==> src/rtl/plhm_pkg.sv <==
// Shared types and constants for the peak-hold level bar meter.
// No dependencies; imported by every module of the block.
`default_nettype none

package plhm_pkg;

   localparam int MID_BITS    = 10;
   localparam int LEN_BITS    = 8;
   localparam int THR_BITS    = 10;
   localparam int THR_WORD    = 40;
   localparam int BAR_BITS    = 8;
   localparam int PEAK_BITS   = 10;
   localparam int NUM_THR     = 8;
   localparam int CSR_IDX_BITS = 2;
   localparam int CSR_DATA_BITS = 40;

   localparam logic [MID_BITS-1:0]  MIDPOINT_RST = 10'd512;
   localparam logic [LEN_BITS-1:0]  FRAME_LEN_RST = 8'd30;
   // 15, 55, 100, 150 and 200, 255, 320, 400, first in the lowest bits
   localparam logic [THR_WORD-1:0]  THRESH_LOW_RST  = 40'd161166187535;
   localparam logic [THR_WORD-1:0]  THRESH_HIGH_RST = 40'd429832535240;

   localparam logic [PEAK_BITS-1:0] PEAK_MAX = 10'd1023;
   localparam logic [BAR_BITS-1:0]  BAR_FULL = 8'hFF;

   // pattern given when the level lies below threshold i
   localparam logic [BAR_BITS-1:0] BAR_LEVELS [NUM_THR] = '{
      8'h00, 8'h01, 8'h03, 8'h07, 8'h0F, 8'h1F, 8'h3F, 8'h7F
   };

   typedef enum logic [CSR_IDX_BITS-1:0] {
      CSR_MIDPOINT    = 2'd0,
      CSR_FRAME_LEN   = 2'd1,
      CSR_THRESH_LOW  = 2'd2,
      CSR_THRESH_HIGH = 2'd3
   } csr_index_type;

   typedef struct packed {
      logic [MID_BITS-1:0] midpoint;
      logic [LEN_BITS-1:0] frame_len;
      logic [THR_WORD-1:0] thresh_low;
      logic [THR_WORD-1:0] thresh_high;
   } cfg_type;

endpackage

`default_nettype wire

==> src/rtl/plhm_csr.sv <==
// Configuration register file for the level meter.
// Depends on plhm_pkg; hands the register set to the core as cfg_type.
`default_nettype none

module plhm_csr (
   input  wire logic                               clock,
   input  wire logic                               reset,
   input  wire logic                               csr_valid,
   output      logic                               csr_ready,
   input  wire logic [plhm_pkg::CSR_IDX_BITS-1:0]  csr_index,
   input  wire logic [plhm_pkg::CSR_DATA_BITS-1:0] csr_data,
   output      plhm_pkg::cfg_type                  cfg
);
   import plhm_pkg::*;

   cfg_type cfg_ff;
   cfg_type cfg_in;

   assign csr_ready = 1'b1;

   always_comb begin
      cfg_in = cfg_ff;
      if (csr_valid) begin
         unique case (csr_index_type'(csr_index))
            CSR_MIDPOINT:    cfg_in.midpoint    = csr_data[MID_BITS-1:0];
            CSR_FRAME_LEN:   cfg_in.frame_len   = csr_data[LEN_BITS-1:0];
            CSR_THRESH_LOW:  cfg_in.thresh_low  = csr_data[THR_WORD-1:0];
            CSR_THRESH_HIGH: cfg_in.thresh_high = csr_data[THR_WORD-1:0];
            default:         cfg_in = cfg_ff;
         endcase
      end
   end

   always_ff @(posedge clock) begin
      if (reset) begin
         cfg_ff.midpoint    <= MIDPOINT_RST;
         cfg_ff.frame_len   <= FRAME_LEN_RST;
         cfg_ff.thresh_low  <= THRESH_LOW_RST;
         cfg_ff.thresh_high <= THRESH_HIGH_RST;
      end else begin
         cfg_ff <= cfg_in;
      end
   end

   assign cfg = cfg_ff;

endmodule

`default_nettype wire

==> src/rtl/plhm_core.sv <==
// Datapath of the level meter: input register, deviation and peak hold,
// frame counter, bar encoder and result register. Depends on plhm_pkg.
`default_nettype none

module plhm_core #(
   parameter int SAMPLE_BITS = 10
) (
   input  wire logic                           clock,
   input  wire logic                           reset,
   input  wire plhm_pkg::cfg_type              cfg,
   input  wire logic                           in_valid,
   output      logic                           in_ready,
   input  wire logic [SAMPLE_BITS-1:0]         in_sample,
   output      logic                           out_valid,
   input  wire logic                           out_ready,
   output      logic [plhm_pkg::BAR_BITS-1:0]  out_bar,
   output      logic [plhm_pkg::PEAK_BITS-1:0] out_peak
);
   import plhm_pkg::*;

   localparam int DEV_BITS = (SAMPLE_BITS > MID_BITS) ? SAMPLE_BITS : MID_BITS;

   logic                   smp_valid_ff, smp_valid_in;
   logic [SAMPLE_BITS-1:0] smp_ff;
   logic [DEV_BITS-1:0]    peak_ff, peak_in;
   logic [LEN_BITS-1:0]    count_ff, count_in;
   logic                   out_valid_ff, out_valid_in;
   logic [BAR_BITS-1:0]    bar_ff, bar_in;
   logic [PEAK_BITS-1:0]   opeak_ff, opeak_in;

   logic                   advance;
   logic [DEV_BITS-1:0]    raw_ext, mid_ext, dev, new_peak;
   logic [LEN_BITS-1:0]    next_count;
   logic                   frame_end;
   logic [2*THR_WORD-1:0]  thr_all;

   assign advance  = !out_valid_ff || out_ready;
   assign in_ready = !smp_valid_ff || advance;

   always_comb begin
      raw_ext    = DEV_BITS'(smp_ff);
      mid_ext    = DEV_BITS'(cfg.midpoint);
      dev        = (raw_ext > mid_ext) ? (raw_ext - mid_ext) : (mid_ext - raw_ext);
      new_peak   = (dev > peak_ff) ? dev : peak_ff;
      next_count = count_ff + LEN_BITS'(1);
      // a zero length acts as one; a count that wrapped also ends the frame
      frame_end  = (next_count >= cfg.frame_len) || (next_count == '0);
   end

   // first threshold that the peak lies below picks the pattern
   always_comb begin
      thr_all = {cfg.thresh_high, cfg.thresh_low};
      bar_in  = BAR_FULL;
      for (int i = NUM_THR - 1; i >= 0; i--) begin
         if (new_peak < DEV_BITS'(thr_all[i*THR_BITS +: THR_BITS])) begin
            bar_in = BAR_LEVELS[i];
         end
      end
      opeak_in = (new_peak > DEV_BITS'(PEAK_MAX)) ? PEAK_MAX : new_peak[PEAK_BITS-1:0];
   end

   always_comb begin
      smp_valid_in = smp_valid_ff;
      peak_in      = peak_ff;
      count_in     = count_ff;
      out_valid_in = out_valid_ff;
      if (advance) begin
         out_valid_in = smp_valid_ff && frame_end;
         if (smp_valid_ff) begin
            if (frame_end) begin
               peak_in  = '0;
               count_in = '0;
            end else begin
               peak_in  = new_peak;
               count_in = next_count;
            end
         end
      end
      if (in_ready) begin
         smp_valid_in = in_valid;
      end
   end

   always_ff @(posedge clock) begin
      if (reset) begin
         smp_valid_ff <= 1'b0;
         out_valid_ff <= 1'b0;
         peak_ff      <= '0;
         count_ff     <= '0;
      end else begin
         smp_valid_ff <= smp_valid_in;
         out_valid_ff <= out_valid_in;
         peak_ff      <= peak_in;
         count_ff     <= count_in;
      end
   end

   always_ff @(posedge clock) begin
      if (in_ready && in_valid) begin
         smp_ff <= in_sample;
      end
      if (advance && smp_valid_ff && frame_end) begin
         bar_ff   <= bar_in;
         opeak_ff <= opeak_in;
      end
   end

   assign out_valid = out_valid_ff;
   assign out_bar   = bar_ff;
   assign out_peak  = opeak_ff;

   a_ready_when_empty: assert property (@(posedge clock) disable iff (reset)
      !out_valid_ff |-> in_ready)
      else $error("input blocked with empty result register");

   a_frame_clears: assert property (@(posedge clock) disable iff (reset)
      advance && smp_valid_ff && frame_end |=> peak_ff == '0 && count_ff == '0)
      else $error("peak or count not cleared after frame end");

   a_stall_holds_sample: assert property (@(posedge clock) disable iff (reset)
      smp_valid_ff && !advance |=> smp_valid_ff && $stable(smp_ff))
      else $error("held sample lost during output stall");

   a_bar_thermometer: assert property (@(posedge clock) disable iff (reset)
      out_valid_ff |-> (bar_ff & (bar_ff + BAR_BITS'(1))) == '0)
      else $error("bar pattern is not a thermometer code");

endmodule

`default_nettype wire

==> src/rtl/peak_hold_level_bar_meter.sv <==
// Top level of the peak-hold level bar meter.
// Depends on plhm_pkg, plhm_csr and plhm_core.
//
//  channel | signals                          | direction
//  --------+----------------------------------+----------
//  req     | req_tvalid/tready, req_tdata     | in
//  rsp     | rsp_tvalid/tready, rsp_tdata     | out
//  csr     | csr_valid/ready, csr_index/data  | in
//
// One sample per cycle unless stalled; a sample enters the input register,
// then its frame result (if it ends a frame) enters the result register.
// Reset is synchronous: peak, count and both valid flags clear, registers
// return to their defaults. A stalled result stops the input register only
// once it is full; the stall reaches req_tready in the same cycle.
`default_nettype none

module peak_hold_level_bar_meter #(
   parameter int SAMPLE_BITS = 10
) (
   input  wire logic                               clock,
   input  wire logic                               reset,
   input  wire logic                               req_tvalid,
   output      logic                               req_tready,
   // [SAMPLE_BITS-1:0] sample, zero padding above
   input  wire logic [((SAMPLE_BITS+7)/8)*8-1:0]  req_tdata,
   output      logic                               rsp_tvalid,
   input  wire logic                               rsp_tready,
   // [7:0] bar_pattern, [17:8] frame_peak, zero padding above
   output      logic [23:0]                        rsp_tdata,
   input  wire logic                               csr_valid,
   output      logic                               csr_ready,
   input  wire logic [plhm_pkg::CSR_IDX_BITS-1:0]  csr_index,
   input  wire logic [plhm_pkg::CSR_DATA_BITS-1:0] csr_data
);
   import plhm_pkg::*;

   cfg_type              cfg;
   logic [BAR_BITS-1:0]  bar;
   logic [PEAK_BITS-1:0] peak;

   plhm_csr u_csr (
      .clock     (clock),
      .reset     (reset),
      .csr_valid (csr_valid),
      .csr_ready (csr_ready),
      .csr_index (csr_index),
      .csr_data  (csr_data),
      .cfg       (cfg)
   );

   plhm_core #(
      .SAMPLE_BITS (SAMPLE_BITS)
   ) u_core (
      .clock     (clock),
      .reset     (reset),
      .cfg       (cfg),
      .in_valid  (req_tvalid),
      .in_ready  (req_tready),
      .in_sample (req_tdata[SAMPLE_BITS-1:0]),
      .out_valid (rsp_tvalid),
      .out_ready (rsp_tready),
      .out_bar   (bar),
      .out_peak  (peak)
   );

   assign rsp_tdata = {6'd0, peak, bar};

endmodule

`default_nettype wire

==> config.mk <==
export PLATFORM = sky130hd
export DESIGN_NAME = peak_hold_level_bar_meter
export DESIGN_NICKNAME = d
export VERILOG_FILES = /design/src/rtl/plhm_pkg.sv /design/src/rtl/plhm_csr.sv /design/src/rtl/plhm_core.sv /design/src/rtl/peak_hold_level_bar_meter.sv
export SDC_FILE = /design/constraint.sdc
export NUM_CORES = 1
export LEC_CHECK = 0
export ABC_AREA = 1
export ABC_CLOCK_PERIOD_IN_PS = 10700
export BUFFER_PORTS_ARGS = -buffer_cell sky130_fd_sc_hd__clkbuf_2
export CORE_MARGIN = 1.5
export CORE_UTILIZATION = 28
export DETAILED_ROUTE_END_ITERATION = 16
export GPL_TIMING_DRIVEN = 0
export HOLD_SLACK_MARGIN = 0.05
export SLEW_MARGIN = 20
export SYNTH_ARGS = -nofsm -noshare
export SYNTH_HDL_FRONTEND = slang
export SYNTH_SLANG_ARGS = --single-unit
==> constraint.sdc <==
create_clock -name clock -period 10.7 [get_ports clock]
set_input_delay 1.07 -clock clock [delete_from_list [all_inputs] [get_ports clock]]
set_output_delay 1.07 -clock clock [all_outputs]
set_load 0.005 [all_outputs]
==> impl_metrics.tcl, run 1 <==
set metrics [dict create \
    drtIter0Drc 518 \
    io_buffers 75 \
    die_h_um 178 \
    regToRegSetupSlack_ps 4960 \
    cp_common_cell "nand2_1" \
    peakVddDrop_mv 0.112 \
    met3_usage_pct 4.07 \
    maxSlewViolCount 0 \
    antenna_found_initial 1 \
    intPower_uw 1160 \
    cts.clk_slew.worst_paths_ps 60 \
    sequentialPowerShare_pct 31.6 \
    area_delta_synth_final_pct 17.3 \
    synth_cells 1091 \
    drv_cap 0 \
    cts_root_buf "clkbuf_16" \
    yosysSeqAreaShare_pct 37.3 \
    gp_congestion 0.908 \
    initial_utilization_pct 28.7 \
    via_count 7586 \
    cts_setup_buffers 0 \
    p_per_area_mw_per_mm2 192 \
    fin_nets 1367 \
    ctsHoldBuffers 0 \
    routed_via_density 4.76 \
    fin_util_pct 33.7 \
    met2_usage_pct 25.5 \
    yosysWarnings 0 \
    grt_use_total_pct 16.4 \
    cts_sinks 146 \
    synth_enable_flop_cells 28 \
    power_leakage_uw 0.00466 \
    syn_avg_cell_area_um2 7.87 \
    relSlewSlack_pct 39.5 \
    grt_overflow_total 0 \
    cts-resized-gates 0 \
    grt_pass1_vias 7184 \
    ys_types 42 \
    ys_ff_latch 146 \
    firstDrtPassIters 5 \
    max_freq_mhz 174 \
    hp-class "flop to flop" \
    cp_max_fo 10 \
    h-tree-depth 4 \
    grt.busiest_layer "met2" \
    status "finished, final reports clean" \
    syn-cell-area_mm2 0.00859 \
    rsz0062_at_grt "false" \
    insertion_delay_ps 430 \
    synth_compound_area_share_pct 19.4 \
    sw_frac_of_total_pct 39.7 \
    wirelength_um 25600 \
    crit_path_start_kind "flop" \
    crit_arrival_ps 5920 \
    die_w_um 178 \
    setup_viol 0 \
    period_share_pct 53.6 \
    io_pins 90 \
    hpwl_um 19300 \
    netlist_top_cells_area "dfxtp_1 (28%), ha_1 (16%), edfxtp_1 (9.8%), nand2_1 (8.3%), a21oi_1 (7.9%)" \
    async_flop_share_pct 0 \
    synthFlopType "dfxtp_1" \
    crit_slowest_cell "edfxtp_1" \
    setup_tns_ps 0 \
    hold_viol 0 \
    setup.worst_path.class "flop to flop" \
    grt_max_degree 17 \
    r2r_cells 29 \
    whs_path_depth 2 \
    synth_xor_area_share_pct 1.12 \
    power.share.combinational_pct 38.8 \
    max_stage_delay_ps 430 \
    diodes 0 \
    yosysTopAreaCell "dfxtp_1" \
    numCtsBuffers 17 \
    rows 63 \
    min_period_ps 5740 \
    drc_errors 0 \
    switching_power_uw 767 \
    finClkSkew_ps 15.9 \
    grtUsageMet1_pct 21.8 \
    p_clk_share_pct 29.6 \
    synth.area.mux_share_pct 0 \
    endpoint_kind "flop" \
    synth_top_area_share_pct 27.5 \
    tightestPinTransition_ps 907 \
    grt_pass1_wl_um 39000 \
    cp_data_required_time_ps 10880 \
    die_area_mm2 0.0317 \
    synth_top_family_by_area "compound AO/OA/AOI/OAI gates" \
    synth-simple-area-share_pct 15.4 \
    wire_per_inst_um 16.0 \
    core_area_mm2 0.0299 \
    synth_fa_ha_area_share_pct 16.5 \
    drive_gt1_share_pct 14.0 \
    cts_tree "built" \
    cts_buffer_depth 2 \
    drtAntennaViolNets 0 \
]
==> power by group through the flow <==
| stage | Clock (µW) | Combinational, µW | Sequential (µW) |
|---|---|---|---|
| 6_report | 572 | 748 | 610 |
| 5_1_grt | 603 | 846 | 613 |
| 4_1_cts | 581 | 750 | 610 |
| 3_5_place_dp | 0 | 743 | 622 |
| 3_3_place_gp | 0 | 717 | 622 |
| 2_1_floorplan | 0 | 504 | 619 |
==> final timing paths <==
path,start,endpoint
worst min-delay path,u_csr.cfg[53],u_csr.cfg[53]
worst max-delay path,u_core.raw_ext[2],u_core.out_bar[6]
worst min register to register,u_csr.cfg[53],u_csr.cfg[53]
worst max register to register,u_core.raw_ext[2],u_core.out_bar[6]
==> cells in the mapped netlist, types with 2 or more instances <==
master      n
edfxtp_1   28
buf_4      10
clkbuf_1   31
nand4_1    14
nand3_1    25
a21oi_2     4
nand2_1   190
inv_1     171
nand3_2     2
o21ai_1     4
o221ai_1    2
o221a_2     5
o211ai_1   20
nor2_1     44
o21a_1      6
a21oi_1   135
nand2_2    11
conb_1      2
fa_1        2
ha_1      110
o21ai_0    91
inv_2       6
a211oi_1    4
nor3_1     15
o21ai_2    13
a21boi_0    4
xor2_1     10
dfxtp_1   118
==> cell type report <==
type	instances	area (µm²)
multi-input combinational	729	4540
tap	390	488
sequential	146	3200
buffer	43	208
fill	3154	19800
clock buffer	18	429
clock inverter	14	123
inverter	178	669
timing repair buffer	77	414
==> kinds of logic after synthesis <==
group / Yosys count
xor+xnor: 11
compound gates: 292
flops: 146
simple gates: 307
other cells: 2
buf+inv: 221
fa+ha+maj: 112
==> critical path: cells and delay by family, from the launching register on <==
kind / cells / cell delay [ps]
AO/OA/AOI/OAI: 9 / 2170
XOR/XNOR: 1 / 170
adder cells (fa/ha/maj): 3 / 980
buffers and inverters: 6 / 720
flip-flops: 1 / 430
AND/OR/NAND/NOR: 10 / 1020
==> placed cells by master (no fill, tap or decap), types with 2 or more instances in the layout <==
cell       synthesis  final
a211oi_1           4      4
a21boi_0           4      3
a21oi_1          135    134
a21oi_2            4      4
buf_4             10     10
buf_6              1      2
clkbuf_1          31     32
clkbuf_16          0     17
clkbuf_2           0     75
clkinv_2           1      3
clkinv_4           0      5
conb_1             2      7
dfxtp_1          118    118
edfxtp_1          28     28
fa_1               2      2
ha_1             110    110
inv_1            171    171
inv_2              6      6
inv_6              0      4
inv_8              0      3
nand2_1          190    190
nand2_2           11     11
nand3_1           25     25
nand3_2            2      2
nand4_1           14     14
nor2_1            44     44
nor3_1            15     15
o211ai_1          20     20
o21a_1             6      6
o21ai_0           91     91
o21ai_1            4      4
o21ai_2           13     13
o221a_2            5      5
o221ai_1           2      2
xor2_1            10     10
==> metrics by stage <==
step | cell area [µm²] | hold WS, ps | setup slack [ps] | power [µW] | cells
finish | 10100 | 464 | 4960 | 1930 | 1595
floorplan | 8610 | 425 | 6050 | 1120 | 1096
CTS | 10100 | 465 | 4900 | 1940 | 1595
detailed placement | 9520 | 448 | 4960 | 1360 | 1563
global placement | 9470 | 438 | 4060 | 1340 | 1561
global route | 10100 | 483 | 4470 | 2060 | 1595
==> routing by layer <==
layer	up-vias	share of wire [%]
met5	-	0.047
li1	3825	-
met1	3493	47
met4	2	2.9
met3	53	6.2
met2	213	43
==> registers in the layout (all words and copies together) (netlist names) <==
signal	cells
u_core.smp_valid_ff	1
u_core.raw_ext	10
u_core.peak_ff	10
u_csr.cfg	98
u_core.out_bar	8
u_core.out_valid	1
u_core.count_ff	8
u_core.out_peak	10
(Power assumes the default switching activity.)
==> inputs of run 2 (changes only) <==
ABC_AREA = 0   (was 1)
ABC_CLOCK_PERIOD_IN_PS = 5440   (was 10700)
clock period = 5.44 ns   (was 10.7 ns; I/O delays follow)
==> run 2 against run 1 <==
Compared with the run above: the flow now finishes with violations (setup timing); combinational power increased to 2.6 times the previous value; fmax is 5.4% lower; hold slack worse by 180 ps; clock skew decreased by 6.4 ps; register-to-register slack worse by 5600 ps; global-route usage is 0.25 points higher; sequential power up 95%; power rose by 120%; synthesized cell count decreased by 4.6%; critical path type unchanged; critical endpoint is now u_core.out_bar[7]; largest power group unchanged.
==> impl_metrics.tcl, run 2 <==
set metrics [dict create \
    ys_top_cells_by_count "nand2_1 (165), inv_1 (120), dfxtp_1 (118), ha_1 (110), a21oi_1 (95)" \
    fin_ws_ps -626 \
    cp_data_required_time_ps 5720 \
    cts_buffer_depth 2 \
    io_pins 90 \
    numCtsBuffers 17 \
    final_common_cell "nand2_1" \
    critPathBufInv 4 \
    grt_max_degree 19 \
    syn_avg_cell_area_um2 8.33 \
    drt-met1-wl_um 11300 \
    rsz0062_at_grt "true" \
    cts_sinks 146 \
    synthFlopType "dfxtp_1" \
    synth_enable_flop_cells 28 \
    hp-class "input port to flop" \
    finClkSkew_ps 9.56 \
    fillerInstances 3080 \
    drtAntennaViolNets 0 \
    synth_cells 1041 \
    crit_slowest_cell "or3_4" \
    drive_gt1_share_pct 21.1 \
    whs_path_depth 1 \
    gp_congestion 0.853 \
    netlist_top_cells_area "dfxtp_1 (27%), ha_1 (16%), edfxtp_1 (9.7%), nand2_1 (7.1%), a21oi_1 (5.5%)" \
    crit_family "compound AO/OA/AOI/OAI gates" \
    violations "setup timing" \
    largest_reg_flops 98 \
    peakVddDrop_mv 0.240 \
    status "finished, violations left" \
    top_layer_used "met4" \
    synth_top_area_share_pct 27.2 \
    power_leakage_uw 0.00482 \
    wl_met2_um 12300 \
    grt_pass1_vias 7538 \
    die_w_um 179 \
    die_area_mm2 0.0320 \
    min_period_ps 6070 \
    endpoint_kind "flop" \
    grt_pass1_wl_um 40200 \
    insertion_delay_ps 440 \
    yosysMostFrequentCell "nand2_1" \
    yosysSeqAreaShare_pct 36.9 \
    fin_nets 1366 \
    ys_ff_latch 146 \
    cp_max_fo 8 \
    setup_viol 7 \
    setup_tns_ps -2800 \
    max_stage_delay_ps 440 \
    cp_num_cells 27 \
    yosysTopAreaCell "dfxtp_1" \
    max_freq_mhz 165 \
    tightestPinTransition_ps 812 \
    relSlewSlack_pct 45.9 \
    p_per_area_mw_per_mm2 385 \
    layout_common_cells "nand2_1 (162), inv_1 (119), dfxtp_1 (118)" \
    fin_util_pct 36.5 \
    firstDrtPassIters 5 \
    die_h_um 179 \
    r2r_cells 27 \
    hold_viol 0 \
    crit_path_start_kind "flop" \
    wl_met3_um 1340 \
    drv_cap 0 \
    crit_arrival_ps 6340 \
    ys_types 63 \
    area_delta_synth_final_pct 28.6 \
    cts.clk_slew.worst_paths_ps 70 \
    h-tree-depth 4 \
    multiInputGateArea_mm2 0.00537 \
    wirelength_um 25900 \
    cts_root_buf "clkbuf_16" \
    async_flop_share_pct 0 \
    grt_overflow_total 0 \
    drtIter0Drc 420 \
    period_share_pct 112 \
    diodes 0 \
    yosysWarnings 0 \
    antenna_found_initial 0 \
    cts_tree "built" \
    routed_via_density 4.81 \
    wire_per_inst_um 16.2 \
    seq_area_mm2 0.00320 \
    hpwl_um 19000 \
    rows 64 \
    maxSlewViolCount 0 \
    ctsHoldBuffers 0 \
    setup.worst_path.class "flop to flop" \
    core_area_mm2 0.0305 \
    io_buffers 76 \
    via_count 7688 \
    drc_errors 0 \
    grt_use_total_pct 16.6 \
    syn-cell-area_mm2 0.00867 \
    initial_utilization_pct 28.4 \
]
## run 2: cell types whose count changed after synthesis, moves of 12 or more
cell      change
a211o_1      +18
a21o_1       +17
a21oi_1      -40
inv_1        -51
nand2_1      -25
nand2b_1     +12
nand3_1      -19
nand3b_1     +23
nor2_1       +31
o211ai_1     -17
o21ai_0      -34
o21ai_2      -12
## run 2: final cells by class
class                           count  area share (%)
Clock buffer                       20            3.92
Tap cell                          396            4.44
Buffer                             48            2.42
Inverter                          120            4.04
Timing Repair Buffer              128            7.30
Multi-Input combinational cell    730            48.1
Clock inverter                     12            1.01
Sequential cell                   146            28.7
## run 2: kinds of logic after synthesis
group                      count (synthesis)  synth area share, %
xor gates and xnor gates                  14                 1.41
buffers and inverters                    170                 7.78
DFF                                      146                 36.9
and+or+nand+nor                          337                 17.8
AOI/OAI and AO/OA                        242                 17.4
adders and majority gates                112                 16.3
muxes                                     18                 2.22
other                                      2               0.0866
## run 2: report_power, final
group	total [µW]	switching, µW	internal [µW]
registers	1190	23.5	1160
logic	1980	1080	900
clock network	1120	488	629
## run 2: through the flow
stage | cells | hold WS, ps | setup WS (ps) | area (µm²) | total power (µW)
floorplan | 1046 | 432 | -34.0 | 8930 | 2230
global placement | 1518 | 443 | -1400 | 9810 | 2590
detailed placement | 1518 | 448 | -1530 | 9810 | 2610
CTS | 1586 | 272 | -600 | 10800 | 4010
global route | 1600 | 276 | -914 | 11100 | 4550
finish | 1600 | 289 | -626 | 11100 | 4290
## run 2: path summary, 6_finish.rpt
| kind | slack, ps | startpoint | to |
|---|---|---|---|
| worst max-delay path | -630 | u_core.raw_ext[0] | u_core.out_bar[7] |
| worst max register to register | -630 | u_core.raw_ext[0] | u_core.out_bar[7] |
| worst min-delay path | 290 | req_tdata[4] | u_core.raw_ext[4] |
| worst min register to register | 460 | u_csr.cfg[64] | u_csr.cfg[64] |
## run 2: routing by layer
layer / global-route usage [%] / vias to the layer above
met4: 7.95 / 0
met2: 27.6 / 189
met5: 0 / -
met1: 20.5 / 3598
met3: 3.41 / 54
li1: - / 3847
## run 2: timing repair
item / 4_1_cts / 5_1_grt
buffers inserted: 38 / 13
pin swaps: 22 / 19
setup endpoints to repair: 8 / 8
gates cloned: 0 / 1
resized for setup: 29 / 47
==> inputs of run 3 (changes only) <==
CORE_UTILIZATION = 42   (was 28)
RECOVER_POWER = 50   (was unset)
==> run 3 against run 2 <==
Compared with the run above: the flow still finishes with violations (setup timing); critical endpoint unchanged; non-clock buffer count up 8; cell area up 3.4%; sequential share of layout area down 0.93 points; power up 10%; combinational power up 18%; sequential cell count unchanged; die area down 33%.
==> impl_metrics.tcl, run 3 (synthesis results as in run 2) <==
set metrics [dict create \
    area_delta_synth_final_pct 32.9 \
    hold_ws_ps 285 \
    core_area_mm2 0.0202 \
    wire_per_inst_um 17.7 \
    layout_common_cells "nand2_1 (161), inv_1 (119), dfxtp_1 (118)" \
    rr_startpoint "u_core.raw_ext[0]" \
    cts_tree "built" \
    drive_gt1_share_pct 23.7 \
    crit_path_start "u_core.raw_ext[0]" \
    instances_no_fill 1483 \
    gp_congestion 0.838 \
    numCtsBuffers 17 \
    insertion_delay_ps 430 \
    drtIter0Drc 575 \
    die_w_um 147 \
    drc_errors 0 \
    max_stage_delay_ps 420 \
    violations "setup timing" \
    grt_max_degree 17 \
    cts_sinks 146 \
    crit_family "compound AO/OA/AOI/OAI gates" \
    endpoint_kind "flop" \
    finClkSkew_ps 10.7 \
    min_from "req_tdata[7]" \
    die_area_mm2 0.0215 \
    routed_via_density 5.29 \
    io_pins 90 \
    setup.worst_path.class "flop to flop" \
    tightestPinTransition_ps 1120 \
    wirelength_um 26200 \
    initial_utilization_pct 42.8 \
    cts_buffer_depth 2 \
    crit_arrival_ps 6430 \
    largest_reg_flops 98 \
    status "finished, violations left" \
    diodes 0 \
    cts.clk_slew.worst_paths_ps 70 \
    via_count 7842 \
    dpl.cell_count 1393 \
    hp-class "input port to flop" \
    io_buffers 76 \
    firstDrtPassIters 5 \
    rsz0062_at_grt "true" \
    fillerInstances 1833 \
    setup_tns_ps -3730 \
    fin_ws_ps -704 \
    fin_nets 1375 \
    max_freq_mhz 163 \
    cts_root_buf "clkbuf_16" \
    peakVddDrop_mv 0.259 \
    maxSlewViolCount 0 \
    period_share_pct 113 \
    relSlewSlack_pct 23.0 \
    grt_use_total_pct 23.8 \
    h-tree-depth 4 \
    rows 52 \
    setup_viol 8 \
    cp_data_required_time_ps 5720 \
    crit_slowest_cell "edfxtp_1" \
    crit_path_start_kind "flop" \
    grt_pass1_wl_um 39300 \
    drv_cap 0 \
    die_h_um 147 \
    critPathBufInv 4 \
    hold_viol 0 \
    grt_pass1_vias 7309 \
    fin_util_pct 56.9 \
    antenna_found_initial 0 \
    min_period_ps 6140 \
    p_per_area_mw_per_mm2 410 \
    drtAntennaViolNets 0 \
    ctsHoldBuffers 0 \
    final_common_cell "nand2_1" \
    hpwl_um 18000 \
    power_leakage_uw 0.00496 \
    cp_max_fo 8 \
    grt_overflow_total 0 \
]
run 3: final cells by class:
type	instances	area [µm²]	share of cell area, %
repair buffers	137	1010	8.74
flip-flops and latches	146	3200	27.8
well taps	270	338	2.93
multi-input cells	731	5680	49.3
clock buffers	17	425	3.69
inverters	120	450	3.91
plain buffers	47	256	2.23
clock inverters	15	165	1.43
run 3: per-stage QoR:
step	worst slack [ps]	total power (µW)	area, µm²
2_1_floorplan	-34.0	2230	8930
3_3_place_gp	-1360	2600	9650
3_5_place_dp	-1330	2610	9670
4_1_cts	-629	4230	10900
5_1_grt	-977	4960	11500
6_report	-704	4720	11500
run 3: report_power, final:
group	switching, µW	internal (µW)
Sequential	23.9	1160
Clock	489	716
Combinational	1220	1110
run 3: worst reg2reg max path: cells and delay by family, from the launching register on:
family / cells / cell delay, ps
XOR/XNOR: 1 / 90
buffers and inverters: 4 / 410
adder cells (fa/ha/maj): 4 / 1160
AND/OR/NAND/NOR: 6 / 890
flip-flops: 1 / 420
AO/OA/AOI/OAI: 11 / 2300
multiplexers: 2 / 740
run 3: worst paths after layout:
kind                       end  slack [ps]  cells past startpoint
min          u_core.raw_ext[7]         280                      1
max reg2reg  u_core.out_bar[7]        -700                     28
max          u_core.out_bar[7]        -700                     28
min reg2reg      u_csr.cfg[21]         460                      2
run 3: what timing repair did:
item,in CTS,in global routing
setup endpoints to repair,8,8
cloned,1,1
gates resized for setup,49,78
pin swaps,18,26
setup buffers,40,21
run 3: layer usage:
metal | part of all wire (%) | vias to the layer above | routed length (µm) | global-route usage, %
met2 | 46 | 195 | 12000 | 38.0
met1 | 47 | 3724 | 12300 | 32.9
met5 | 0 | - | 0 | 0
met3 | 4.8 | 55 | 1270 | 3.81
met4 | 2.3 | 0 | 591 | 7.68
li1 | - | 3868 | - | -
